--- src/rtl/assert_macros.svh ---
// ---------------------------------------------------------------------------
// Assertion macros used by the RTL controller (udpb_ctrl)
// ---------------------------------------------------------------------------
`ifndef ASSERT_MACROS_SVH
`define ASSERT_MACROS_SVH

// Clocked assertion with asynchronous active-low reset disable
`define ASSERT_AT(lbl, clk, rst_n, prop, msg) \
	lbl: assert property (@(posedge clk) disable iff (!rst_n) (prop)) else $error(msg);

// Overlapping-free implication: cons is checked in the cycle after ante
`define ASSERT_NEXT(lbl, clk, rst_n, ante, cons, msg) \
	`ASSERT_AT(lbl, clk, rst_n, (ante) |=> (cons), msg)

`endif

--- src/rtl/udpb_pkg.sv ---
// ---------------------------------------------------------------------------
// udpb_pkg - shared types and constants of the UDP port binding table
// Word formats, command/status/action codes and reset values.
// ---------------------------------------------------------------------------
package udpb_pkg;

	localparam int DEF_TABLE_DEPTH = 16;
	localparam int DEF_TAG_BITS    = 8;

	localparam logic [15:0] EPH_FIRST_RST = 16'd49152;
	localparam logic [15:0] EPH_LAST_RST  = 16'd65535;
	localparam logic [15:0] CURSOR_RST    = 16'd49152;

	localparam logic [1:0] CMD_BIND     = 2'd0;
	localparam logic [1:0] CMD_BIND_ANY = 2'd1;
	localparam logic [1:0] CMD_UNBIND   = 2'd2;
	localparam logic [1:0] CMD_LOOKUP   = 2'd3;

	localparam logic [2:0] ST_OK      = 3'd0;
	localparam logic [2:0] ST_INVALID = 3'd1;
	localparam logic [2:0] ST_BOUND   = 3'd2;
	localparam logic [2:0] ST_FULL    = 3'd3;
	localparam logic [2:0] ST_NOPORT  = 3'd4;

	localparam logic [1:0] ACT_NONE    = 2'd0;
	localparam logic [1:0] ACT_DELIVER = 2'd1;
	localparam logic [1:0] ACT_UNREACH = 2'd2;
	localparam logic [1:0] ACT_DROP    = 2'd3;

	localparam logic REG_EPH_FIRST = 1'b0;
	localparam logic REG_EPH_LAST  = 1'b1;

	typedef struct packed {
		logic [1:0]  command;
		logic [15:0] port;
		logic [7:0]  handler_tag;
		logic        address_family;
	} req_t;

	typedef struct packed {
		logic [2:0]  status;
		logic [15:0] port_out;
		logic [7:0]  found_tag;
		logic [1:0]  action;
	} rsp_t;

	typedef struct packed {
		logic [15:0] first;
		logic [15:0] last;
	} cfg_t;

	typedef struct packed {
		logic load;
		logic look;
		logic exec;
	} ctl_t;

	typedef struct packed {
		logic rescan;
	} stat_t;

endpackage

--- src/rtl/udp_port_binding_table_unit.sv ---
// ---------------------------------------------------------------------------
// udp_port_binding_table_unit - UDP port binding table
// Bind, unbind and lookup: look-up then execute, then a registered result strobe; busy holds off a new word until then.
// Bind any: each candidate port visited takes a look-up and an execute state, at most TABLE_DEPTH+2 candidates
// (or the range size if smaller), set by the shared match and the controller loop.
// Reset: table empty, cursor 49152, range 49152..65535; no clearing pass needed.
// ---------------------------------------------------------------------------
module udp_port_binding_table_unit #(
	parameter int TABLE_DEPTH = udpb_pkg::DEF_TABLE_DEPTH,
	parameter int TAG_BITS    = udpb_pkg::DEF_TAG_BITS
) (
	input  logic           clk,
	input  logic           arst_n,
	input  logic           psel,
	input  logic           penable,
	input  logic           pwrite,
	input  logic [2:0]     paddr,
	input  logic [31:0]    pwdata,
	output logic [31:0]    prdata,
	output logic           pready,
	input  logic           start,
	output logic           busy,
	input  udpb_pkg::req_t request,
	output logic           done,
	output udpb_pkg::rsp_t response
);
	import udpb_pkg::*;

	cfg_t  cfg;
	ctl_t  ctl;
	stat_t stat;

	udpb_cfg u_cfg (
		.clk     (clk),
		.arst_n  (arst_n),
		.psel    (psel),
		.penable (penable),
		.pwrite  (pwrite),
		.paddr   (paddr),
		.pwdata  (pwdata),
		.prdata  (prdata),
		.pready  (pready),
		.cfg     (cfg)
	);

	udpb_ctrl u_ctrl (
		.clk    (clk),
		.arst_n (arst_n),
		.start  (start),
		.busy   (busy),
		.stat   (stat),
		.ctl    (ctl)
	);

	udpb_dp #(
		.TABLE_DEPTH (TABLE_DEPTH),
		.TAG_BITS    (TAG_BITS)
	) u_dp (
		.clk      (clk),
		.arst_n   (arst_n),
		.ctl      (ctl),
		.stat     (stat),
		.cfg      (cfg),
		.request  (request),
		.done     (done),
		.response (response)
	);

endmodule

--- src/rtl/udpb_cfg.sv ---
// ---------------------------------------------------------------------------
// udpb_cfg - APB register file
// Holds the ephemeral range limits; register index is paddr[2].
// ---------------------------------------------------------------------------
module udpb_cfg (
	input  logic              clk,
	input  logic              arst_n,
	input  logic              psel,
	input  logic              penable,
	input  logic              pwrite,
	input  logic [2:0]        paddr,
	input  logic [31:0]       pwdata,
	output logic [31:0]       prdata,
	output logic              pready,
	output udpb_pkg::cfg_t    cfg
);
	import udpb_pkg::*;

	logic [15:0] first_q;
	logic [15:0] last_q;
	logic        wr_en;

	assign pready = 1'b1;
	assign wr_en  = psel && penable && pwrite;

	always_ff @(posedge clk or negedge arst_n) begin
		if (!arst_n) begin
			first_q <= EPH_FIRST_RST;
			last_q  <= EPH_LAST_RST;
		end else if (wr_en) begin
			unique case (paddr[2])
				REG_EPH_FIRST: first_q <= pwdata[15:0];
				REG_EPH_LAST:  last_q  <= pwdata[15:0];
			endcase
		end
	end

	always_comb begin
		unique case (paddr[2])
			REG_EPH_FIRST: prdata = {16'd0, first_q};
			REG_EPH_LAST:  prdata = {16'd0, last_q};
		endcase
	end

	assign cfg.first = first_q;
	assign cfg.last  = last_q;

endmodule

--- src/rtl/udpb_ctrl.sv ---
// ---------------------------------------------------------------------------
// udpb_ctrl - command sequencer
// Idle / look-up / execute; loops back to look-up while bind-any scans.
// ---------------------------------------------------------------------------
`include "assert_macros.svh"

module udpb_ctrl (
	input  logic            clk,
	input  logic            arst_n,
	input  logic            start,
	output logic            busy,
	input  udpb_pkg::stat_t stat,
	output udpb_pkg::ctl_t  ctl
);
	import udpb_pkg::*;

	localparam logic [1:0] S_IDLE = 2'd0;
	localparam logic [1:0] S_LOOK = 2'd1;
	localparam logic [1:0] S_EXEC = 2'd2;

	logic [1:0] state_q;
	logic [1:0] state_nx;

	always_comb begin
		state_nx = state_q;
		unique case (state_q)
			S_IDLE: if (start) begin
				state_nx = S_LOOK;
			end
			S_LOOK: state_nx = S_EXEC;
			S_EXEC: state_nx = stat.rescan ? S_LOOK : S_IDLE;
			default: state_nx = S_IDLE;
		endcase
	end

	always_ff @(posedge clk or negedge arst_n) begin
		if (!arst_n) begin
			state_q <= S_IDLE;
		end else begin
			state_q <= state_nx;
		end
	end

	assign busy     = (state_q != S_IDLE);
	assign ctl.load = (state_q == S_IDLE) && start;
	assign ctl.look = (state_q == S_LOOK);
	assign ctl.exec = (state_q == S_EXEC);

	`ASSERT_NEXT(a_accept_to_look, clk, arst_n, ctl.load, state_q == S_LOOK, "accept did not start look-up")
	`ASSERT_NEXT(a_look_to_exec, clk, arst_n, ctl.look, state_q == S_EXEC, "look-up not followed by execute")
	`ASSERT_NEXT(a_exec_to_idle, clk, arst_n, ctl.exec && !stat.rescan, state_q == S_IDLE, "finished word left controller busy")

endmodule

--- src/rtl/udpb_dp.sv ---
// ---------------------------------------------------------------------------
// udpb_dp - binding table datapath
// Parallel port match, free-slot search, tag memory, cursor and result word.
// ---------------------------------------------------------------------------
module udpb_dp #(
	parameter int TABLE_DEPTH = udpb_pkg::DEF_TABLE_DEPTH,
	parameter int TAG_BITS    = udpb_pkg::DEF_TAG_BITS
) (
	input  logic            clk,
	input  logic            arst_n,
	input  udpb_pkg::ctl_t  ctl,
	output udpb_pkg::stat_t stat,
	input  udpb_pkg::cfg_t  cfg,
	input  udpb_pkg::req_t  request,
	output logic            done,
	output udpb_pkg::rsp_t  response
);
	import udpb_pkg::*;

	localparam int IdxW = (TABLE_DEPTH > 1) ? $clog2(TABLE_DEPTH) : 1;

	req_t                  req_q;
	logic [TAG_BITS-1:0]   tag_q;
	logic [TABLE_DEPTH-1:0] valid_q;
	logic [15:0]           port_q [TABLE_DEPTH];
	logic [TAG_BITS-1:0]   tag_mem [TABLE_DEPTH];
	logic [15:0]           cand_q;
	logic [16:0]           cnt_q;
	logic                  hit_q;
	logic                  free_q;
	logic [IdxW-1:0]       hit_idx_q;
	logic [IdxW-1:0]       free_idx_q;
	logic [TAG_BITS-1:0]   rd_tag_q;
	rsp_t                  rsp_q;
	logic                  done_q;

	logic [TAG_BITS+7:0]   tag_ext;
	logic [TAG_BITS-1:0]   tag_in;
	logic [TAG_BITS+7:0]   found_ext;
	logic [15:0]           key;
	logic [TABLE_DEPTH-1:0] match;
	logic                  hit;
	logic [IdxW-1:0]       hit_idx;
	logic                  any_free;
	logic [IdxW-1:0]       free_idx;
	logic [16:0]           span;
	logic [16:0]           cnt_nx;
	logic [15:0]           cand_adv;
	logic                  is_any;
	logic                  scan_ok;
	logic                  cand_free;
	logic                  cand_out;
	rsp_t                  rsp_nx;
	logic                  do_store;
	logic                  do_clear;
	logic [15:0]           store_port;

	// only the low TAG_BITS of the handler tag are kept
	assign tag_ext   = {{TAG_BITS{1'b0}}, request.handler_tag};
	assign tag_in    = tag_ext[TAG_BITS-1:0];
	assign found_ext = {8'd0, rd_tag_q};

	assign is_any = (req_q.command == CMD_BIND_ANY);
	assign key    = is_any ? cand_q : req_q.port;

	// ports are unique among valid entries, so at most one match bit is set
	always_comb begin
		hit_idx = '0;
		for (int i = 0; i < TABLE_DEPTH; i++) begin
			match[i] = valid_q[i] && (port_q[i] == key) && (key != 16'd0);
			if (match[i]) begin
				hit_idx = hit_idx | IdxW'(i);
			end
		end
		hit = |match;
	end

	always_comb begin
		free_idx = '0;
		for (int i = TABLE_DEPTH - 1; i >= 0; i--) begin
			if (!valid_q[i]) begin
				free_idx = IdxW'(i);
			end
		end
		any_free = ~&valid_q;
	end

	assign span      = {1'b0, cfg.last} - {1'b0, cfg.first} + 17'd1;
	assign cnt_nx    = cnt_q + 17'd1;
	assign cand_adv  = (cand_q == cfg.last) ? cfg.first : cand_q + 16'd1;
	assign scan_ok   = (tag_q != '0) && (cfg.first <= cfg.last);
	assign cand_free = (cand_q != 16'd0) && !hit_q;
	assign cand_out  = (cand_q < cfg.first) || (cand_q > cfg.last);

	assign stat.rescan = is_any && scan_ok && !cand_free && (cnt_nx != span);

	always_comb begin
		rsp_nx.status    = ST_OK;
		rsp_nx.port_out  = req_q.port;
		rsp_nx.found_tag = 8'd0;
		rsp_nx.action    = ACT_NONE;
		do_store         = 1'b0;
		do_clear         = 1'b0;
		store_port       = req_q.port;
		unique case (req_q.command)
			CMD_BIND: begin
				if (req_q.port == 16'd0 || tag_q == '0) begin
					rsp_nx.status = ST_INVALID;
				end else if (hit_q) begin
					rsp_nx.status = ST_BOUND;
				end else if (!free_q) begin
					rsp_nx.status = ST_FULL;
				end else begin
					do_store = 1'b1;
				end
			end
			CMD_BIND_ANY: begin
				rsp_nx.port_out = 16'd0;
				if (tag_q == '0) begin
					rsp_nx.status = ST_INVALID;
				end else if (cfg.first > cfg.last) begin
					rsp_nx.status = ST_NOPORT;
				end else if (cand_free) begin
					if (free_q) begin
						do_store        = 1'b1;
						store_port      = cand_q;
						rsp_nx.port_out = cand_q;
					end else begin
						rsp_nx.status = ST_FULL;
					end
				end else begin
					// range exhausted
					rsp_nx.status = ST_NOPORT;
				end
			end
			CMD_UNBIND: begin
				do_clear = hit_q;
			end
			CMD_LOOKUP: begin
				if (hit_q) begin
					rsp_nx.found_tag = found_ext[7:0];
					rsp_nx.action    = ACT_DELIVER;
				end else begin
					rsp_nx.action = req_q.address_family ? ACT_DROP : ACT_UNREACH;
				end
			end
		endcase
	end

	always_ff @(posedge clk or negedge arst_n) begin
		if (!arst_n) begin
			valid_q <= '0;
			cand_q  <= CURSOR_RST;
			cnt_q   <= '0;
			done_q  <= 1'b0;
			req_q   <= '0;
			tag_q   <= '0;
		end else begin
			done_q <= ctl.exec && !stat.rescan;
			if (ctl.load) begin
				cnt_q <= '0;
				req_q <= request;
				tag_q <= tag_in;
				if (request.command == CMD_BIND_ANY && tag_in != '0 &&
				    cfg.first <= cfg.last && cand_out) begin
					cand_q <= cfg.first;
				end
			end
			if (ctl.exec && is_any && scan_ok) begin
				cnt_q  <= cnt_nx;
				cand_q <= cand_adv;
			end
			if (ctl.exec && do_store) begin
				valid_q[free_idx_q] <= 1'b1;
			end
			if (ctl.exec && do_clear) begin
				valid_q[hit_idx_q] <= 1'b0;
			end
		end
	end

	always_ff @(posedge clk) begin
		if (ctl.look) begin
			hit_q      <= hit;
			hit_idx_q  <= hit_idx;
			free_q     <= any_free;
			free_idx_q <= free_idx;
		end
		if (ctl.exec && do_store) begin
			port_q[free_idx_q] <= store_port;
		end
		if (ctl.exec && !stat.rescan) begin
			rsp_q <= rsp_nx;
		end
	end

	// tag store: one write port, one registered read port
	always_ff @(posedge clk) begin
		if (ctl.exec && do_store) begin
			tag_mem[free_idx_q] <= tag_q;
		end
		if (ctl.look) begin
			rd_tag_q <= tag_mem[hit_idx];
		end
	end

	assign done     = done_q;
	assign response = rsp_q;

endmodule

--- config.mk ---
export PLATFORM = sky130hd
export DESIGN_NAME = udp_port_binding_table_unit
export DESIGN_NICKNAME = d
export VERILOG_FILES = /design/src/rtl/udpb_pkg.sv /design/src/rtl/udp_port_binding_table_unit.sv /design/src/rtl/udpb_cfg.sv /design/src/rtl/udpb_ctrl.sv /design/src/rtl/udpb_dp.sv
export VERILOG_INCLUDE_DIRS = /design/src /design/src/rtl
export SDC_FILE = /design/constraint.sdc
export NUM_CORES = 1
export LEC_CHECK = 0
export BUFFER_PORTS_ARGS = -buffer_cell sky130_fd_sc_hd__buf_2
export CORE_UTILIZATION = 55
export DETAILED_ROUTE_END_ITERATION = 6
export PLACE_DENSITY_LB_ADDON = 0.3
export SYNTH_ARGS = -nofsm -noshare
export SYNTH_HDL_FRONTEND = slang
export SYNTH_SLANG_ARGS = --single-unit
export TNS_END_PERCENT = 30
--- constraint.sdc ---
create_clock -name clk -period 6.8 [get_ports clk]
set_input_delay 1.36 -clock clk [delete_from_list [all_inputs] [get_ports clk]]
set_output_delay 1.36 -clock clk [all_outputs]
set_load 0.05 [all_outputs]
* Word-level counts from Yosys, hierarchy flattened
Memory sizes are Yosys's and may differ from the RTL's. A register that Yosys moved wholly into a read port is not among the register bits.
Cells that the tools add are included.
** Storage, ports and cells
- Flip-flop bits (word level) :: 150
- Bits in latches :: 0
- Memory bits (writable) :: 384
- Memory bits (read-only) :: 0
- Input bits :: 68
- Output and inout bits :: 64
- Memories :: 2
** Cells by class
- $add $sub $neg :: 4
- $mul :: 0
- Divide/modulo/power cells :: 0
- Order comparisons :: 8
- Equal/unequal tests :: 25
- Shift-type cells :: 0
- Mux-type cells :: 76
- Bitwise operators :: 5
- Reductions and logical operators :: 77
** Memories
- u_dp.port_q :: depth 16, bits a word 16, read ports 16, clocked after Yosys merged registers in 0, wr ports 1, line udpb_dp.sv:25 : logic [15:0] port_q [TABLE_DEPTH];
- u_dp.tag_mem :: depth 16, bits a word 8, read ports 1, clocked after Yosys merged registers in 1, wr ports 1, line udpb_dp.sv:26 : logic [TAG_BITS-1:0] tag_mem [TABLE_DEPTH];
** Operators by type and width (number)
- $eq A16 B16 Y1 :: 17
- $mux W16 :: 17
- $mux W4 :: 16
- $pmux W32 S2 :: 1
- $logic_and A1 B1 Y1 :: 50
- $mux W3 :: 13
- $add A17 B1 Y17 const B :: 2
- $mux W17 :: 2
- $gt A16 B16 Y1 :: 2
- $reduce_bool A16 Y1 :: 2
- $ne A17 B17 Y1 :: 1
- $sub A16 B16 Y17 :: 1
- $add A16 B1 Y16 const B :: 1
- $and A16 B16 Y16 :: 1
- $le A16 B16 Y1 :: 1
- $logic_not A16 Y1 :: 1
- $lt A16 B16 Y1 :: 1
- $mux W1 :: 16
- $not A16 Y16 :: 1
- $or A16 B16 Y16 :: 1
- $reduce_and A16 Y1 :: 1
- $reduce_bool A8 Y1 :: 2
- $reduce_or A16 Y1 :: 1
- $mux W2 :: 6
- 19 further kinds :: 38

* Depth between registers and ports, before layout
- Word-level depth :: 20
- Depth in mapped cells :: 18

* Cells and area by module
A second synthesis with hierarchy kept.
** Second synthesis, totals
- Cell total of the unflattened synthesis :: 2302
- Area total of the unflattened synthesis :: 28295.9 um^2
** Modules (own cells, without submodules)
- udpb_dp :: times used 1, cells an instance 2186, area an instance 26564.2 um^2, seq. area each 14871.8 um^2
- udpb_cfg :: times used 1, cells an instance 105, area an instance 1620.3 um^2, seq. area each 823.3 um^2
- udpb_ctrl :: times used 1, cells an instance 11, area an instance 111.4 um^2, seq. area each 50.0 um^2

* Least setup slack after synthesis
OpenSTA, ideal clock, no wires.
- Path type :: register to register
- Start point :: reg u_cfg.last_q[1]
- End point :: reg u_dp.rsp_q (netlist bit u_dp.response[0]) (enable)
- Setup time :: 0.434 ns
- Arrival time :: 5.181 ns
- Data required time :: 6.366 ns
- Setup slack :: 1.185 ns
- Cell stages (with the launch flop) :: 18
- Clock period less this slack :: 5.615 ns
- Cell sequence :: dfstp_2 -> inv_1 -> ha_1 -> inv_1 -> ha_1 -> inv_1 -> fa_1 -> inv_1 -> a21oi_1 -> o21bai_1 -> maj3_1 -> o22ai_1 -> o21ai_0 -> nor4_1 -> or4_1 -> a2111oi_0 -> nand4_1 -> a31oi_1
** Between the ends
- Word-level cells in the longest chain between the ends :: 7
- Elaborated cells between the ends (all ways) :: 10
** RTL lines
- start, declared :: line udpb_cfg.sv:20 : logic [15:0] last_q;
- start signal, assigned :: line udpb_cfg.sv:33 : REG_EPH_LAST: last_q <= pwdata[15:0];
- parallel branches: the longest is 4 deep, another holds $sub A16 B16 Y17
- $logic_and A1 B1 Y1 * :: line udpb_dp.sv:95 : assign stat.rescan = is_any && scan_ok && !cand_free && (cnt_nx != span);
- $logic_not A1 Y1 * :: line udpb_dp.sv:192 : if (ctl.exec && !stat.rescan) begin
- $logic_and A1 B1 Y1 * :: line udpb_dp.sv:192
- end signal, assigned :: line udpb_dp.sv:193 : rsp_q <= rsp_nx;
- end, declared :: line udpb_dp.sv:34 : rsp_t rsp_q;
Mark *: on every way between the ends.
A chain may end at the register's enable or synchronous reset.

* Worst setup path after layout
- Start point :: reg u_dp.req_q[26] (netlist name)
- End point :: reg u_dp.rd_tag_q[1], read port of u_dp.tag_mem (data pin)
** Between the ends
- Word-level cells in the longest chain between the ends :: 20
- Elaborated cells between the ends (all ways) :: 63
** RTL lines
- start, declared :: line udpb_dp.sv:22 : req_t req_q;
- start signal, assigned :: line udpb_dp.sv:162 : req_q <= request;
- $eq A2 B1 Y1 * :: line udpb_dp.sv:63 : assign is_any = (req_q.command == CMD_BIND_ANY);
- $mux W16 * :: line udpb_dp.sv:64 : assign key = is_any ? cand_q : req_q.port;
- $eq A16 B16 Y1 :: line udpb_dp.sv:70 : match[i] = valid_q[i] && (port_q[i] == key) && (key != 16'd0);
- $logic_and A1 B1 Y1 (2 in series) :: line udpb_dp.sv:70
- $mux W1 :: line udpb_dp.sv:71 : if (match[i]) begin
- $mux W2 (2 in series) :: line udpb_dp.sv:71
- $mux W3 (4 in series) :: line udpb_dp.sv:71
- $mux W4 (7 in series) :: line udpb_dp.sv:71
- $mux W4 * :: line udpb_dp.sv:71
- end, declared :: line udpb_dp.sv:33 : logic [TAG_BITS-1:0] rd_tag_q;
Every way passes the cells marked *; elsewhere a longest branch is shown, timed or not.

==> results.md <==
* Pre-antenna DRT Iters at 7
* # diodes at 0
* Largest family of logic cells by synthesized area: compound AO/OA/AOI/OAI gates
* Slowest cell on the critical path: mux2i_2
* Crit path DAT at roughly 6000 ps
* GRT overflow at 0
* Worst-Skew Late Latency at between 600 and 700 ps
* Vias per cell at around 6.4
* Top cell family by delay on the critical path: simple AND/OR/NAND/NOR gates
* Seq/Total Area, Yosys at approximately 58%
* WL per Instance at 27.72 um
* Largest area contributor in the netlist: edfxtp_1
* Ports at between 100 and 150
* Post-placement setup slack at 1408 ps
* Compound-Gate Fraction of Synth Area at a little over a tenth
* Post-Synth Simple-Gate Area at a little under a tenth
* Post-DP Area at 28630 um^2
* CTS clk-pin slew, worst paths at roughly 60 ps
* Total global-route track usage at approximately a third
* Detailed Route WL at between 80 and 90 mm
* Post-synthesis mux area share at between 5 and 6%
* Final setup violation count at 0
* Slew Limit Headroom at -3.256%
* Max Slew Vio Count at 17
* Power density cells at 444.9 nW/um^2
* Cell count after placement at 2948
* Antenna Violating Nets Remaining at 0
* Area grow syn2layout at 12.62%
* Largest net degree at the start of global routing at between 70 and 80
* Slowest stage delay, CP at ~950 ps
* RSZ-0062 raised after global routing: false
* Synth Area in XOR/XNOR at 8.582%
* Switching share of power at approximately 41%
* H-tree lvl count at 2
* Pint at roughly 8 mW
* F_max at 179.2 MHz
* Final-report hold violation count at 0
* Post-synth ARST share at a little over 20%
* Mapped Area at approximately 27000 um^2
* Die W at 224.6 um
* CTS Buffer Depth at 3
* Share of the synthesized area in the top cell type at 47.50%
* Root Buffer: clkbuf_16
* Synth area leaders: edfxtp_1 (47%), dfrtp_1 (8.4%), xnor2_1 (4.8%), xor2_1 (3.8%), ha_1 (3.7%)
* Drt drc at 2
* Critical path capture point type: flip-flop
* Leakage at about 12 nW
* Initial core utilization at 55.67%
* Synth Instances at between 2000 and 2500
* # clock sinks at 542
* Syn avg cell area at about 12 um^2
* Slew @ Worst Pin at 1549 ps
* Max-Cap Viols at 1
* Most numerous cell in the Yosys netlist: edfxtp_1
* Worst clock skew at ~23 ps
* Post-CTS Setup Inserts at 0
* PostCTS Resize Cnt at 0
* Combinational share of power at 38.0%
* Share of cells above drive strength 1 at 15.73%
* Tightest Hold Check Type: flip-flop to flip-flop
* #FFs+latches synth at 542
* Critical path class: flip-flop to flip-flop
* EDFF count, synth at 431
* Inserted Clock Buffers at between 50 and 60
* Post-Layout Inst Area at 30690 um^2
* Critical path launch point type: flip-flop
* PortBufs at 96
* TritonCTS clock tree: yes
* Gpl congestion at 0.9669
* First-pass GRT wire length at about 120 mm
* Final net count at about 2500
* Seq pwr share at 37.0%
* Predominant post-synthesis flop cell: edfxtp_1
* Net Switching at approximately 5.6 mW
* Die area at a little over 50000 um^2
* Hold_buf cts at 0
* Die Span Y at about 220 um
* FILL cells at ~3800
* Crit-path max FO at 70
* Leading post-synthesis cells by instance count: edfxtp_1 (431), nand2_1 (160), o21ai_0 (151)
* Number of global-route vias before repair at between 15000 and 20000
* Total core area at around 49000 um^2
* Failing checks: design-rule violations, max-capacitance violations, max-slew violations
* Worst vdd ir at around 0.28 mV
* DP HPWL at 55.85 mm
* Yosys cell types at 77
* Buf/Inv on CP at 0
* Min Clock Period, post-route at about 5600 ps
* Result of the run: finished with violations
* Worst EP required at approximately 7200 ps
* Initial antenna violation count at 0
* Synth warn at 0
* Clock power frac at roughly 25%
* Setup TNS Final at 0 ps
* 1st-iter DRT viols at 2557
* # rows at between 80 and 90
* Vias at ~20000
* Cells along the critical path: nand2b_4 > mux2i_2 > xnor2_1 > nor4_1 > o2111ai_1 > o41ai_1 > o21ai_1 > and3b_1 > a22o_1 > or3_1
* Final Worst Setup Slack at around 1200 ps
* Non-Filler Instances at a little over 3000
* Synthesized-area fraction occupied by adder cells at 3.820%
* Fin crit share at between 80 and 90%
## worst min-delay path, cell delays in order, from the launching register on
cell and delay (ps):
dfrtp_1 350, nand2_1 50, nand2_1 60
## path summary, 6_finish.rpt
path | startpoint | endpoint | slack, ps | depth (start not counted)
worst max-delay path | u_dp.req_q[26] | u_dp.rd_tag_q[1] | 1220 | 10
worst min-delay path | u_dp.req_q[0] | u_dp.req_q[0] | 490 | 2
worst max register to register | u_dp.req_q[26] | u_dp.rd_tag_q[1] | 1220 | 10
worst min register to register | u_dp.req_q[0] | u_dp.req_q[0] | 490 | 2
max in group asynchronous | arst_n | u_dp.tag_q[7] | 4720 | 2
min in group asynchronous | arst_n | u_dp.cnt_q[6] | 780 | 1
## stage by stage
step           util [%]  power [mW]  hold slack (ps)
6_report          62.69       13.65            488.2
5_1_grt           62.69       14.07            530.6
4_1_cts           62.69       13.51            489.6
3_5_place_dp      58.49       10.10            474.1
3_3_place_gp      58.49       10.01            467.2
2_1_floorplan         -       8.002            446.7
## metal layers
metal  vias up  wire (um)  GRT usage (%)
met4         0       4208          15.56
met3       267       8799          5.996
li1       8488          -              -
met1      9704      33370          46.65
met5         -          0              0
met2      1137      38280          52.18
## power by group through the flow
| stage | logic, mW | clock network, mW | registers (mW) |
|---|---|---|---|
| floorplan | 3.25 | 0 | 4.75 |
| global placement | 4.95 | 0 | 5.06 |
| detailed placement | 5.03 | 0 | 5.08 |
| CTS | 5.07 | 3.43 | 5.01 |
| global route | 5.45 | 3.55 | 5.06 |
| finish | 5.19 | 3.41 | 5.06 |
## sequential cells by signal, summed over array words and instances (netlist names)
name and count:
u_dp.cand_q 16, u_dp.tag_q 8, u_dp.free_q 1, u_dp.hit_idx_q 4
u_cfg.last_q 16, u_dp.cnt_q 17, u_dp.done 1, u_dp.port_q 256
u_ctrl.state_q 2, u_dp.response 29, u_cfg.first_q 16, u_dp.req_q 19
u_dp.rd_tag_q 8, u_dp.valid_q 16, u_dp.tag_mem 128, u_dp.free_idx_q 4
u_dp.hit_q 1
## layout by cell type (no fill, tap or decap), types with 17 or more instances in the layout
cell         n
o21ai_0    135
dfrtp_1     91
conb_1      17
o22ai_1     34
o31ai_1     20
xnor2_1    148
o21a_1      17
a21o_1      24
buf_4       60
edfxtp_1   431
and3_1      21
nand4_1     51
mux2_2      51
nor2b_1     22
nand2_1    160
nor4_1      40
inv_1       94
buf_2       95
mux2i_1     82
ha_1        80
clkbuf_16   57
nor3_1      40
a21oi_1     65
nand3_1     32
nor2_1      85
dfstp_2     20
xor2_1     119
## cells by family after synthesis
group,Yosys count
simple gates,528
fa+ha+maj,83
flops,542
buf+inv,217
xor+xnor,267
mux,146
compound gates,448
other cells,2
## final cells by class
type	count	area, um^2	area share (%)
multi-input cells	1489	10750	35.02
well taps	664	830.8	2.707
clock inverters	47	611.8	1.994
flip-flops and latches	542	15750	51.31
clock buffers	59	1444	4.705
inverters	97	364.1	1.186
repair buffers	156	945.9	3.082
Note: power is estimated with default switching activity, not from simulation.
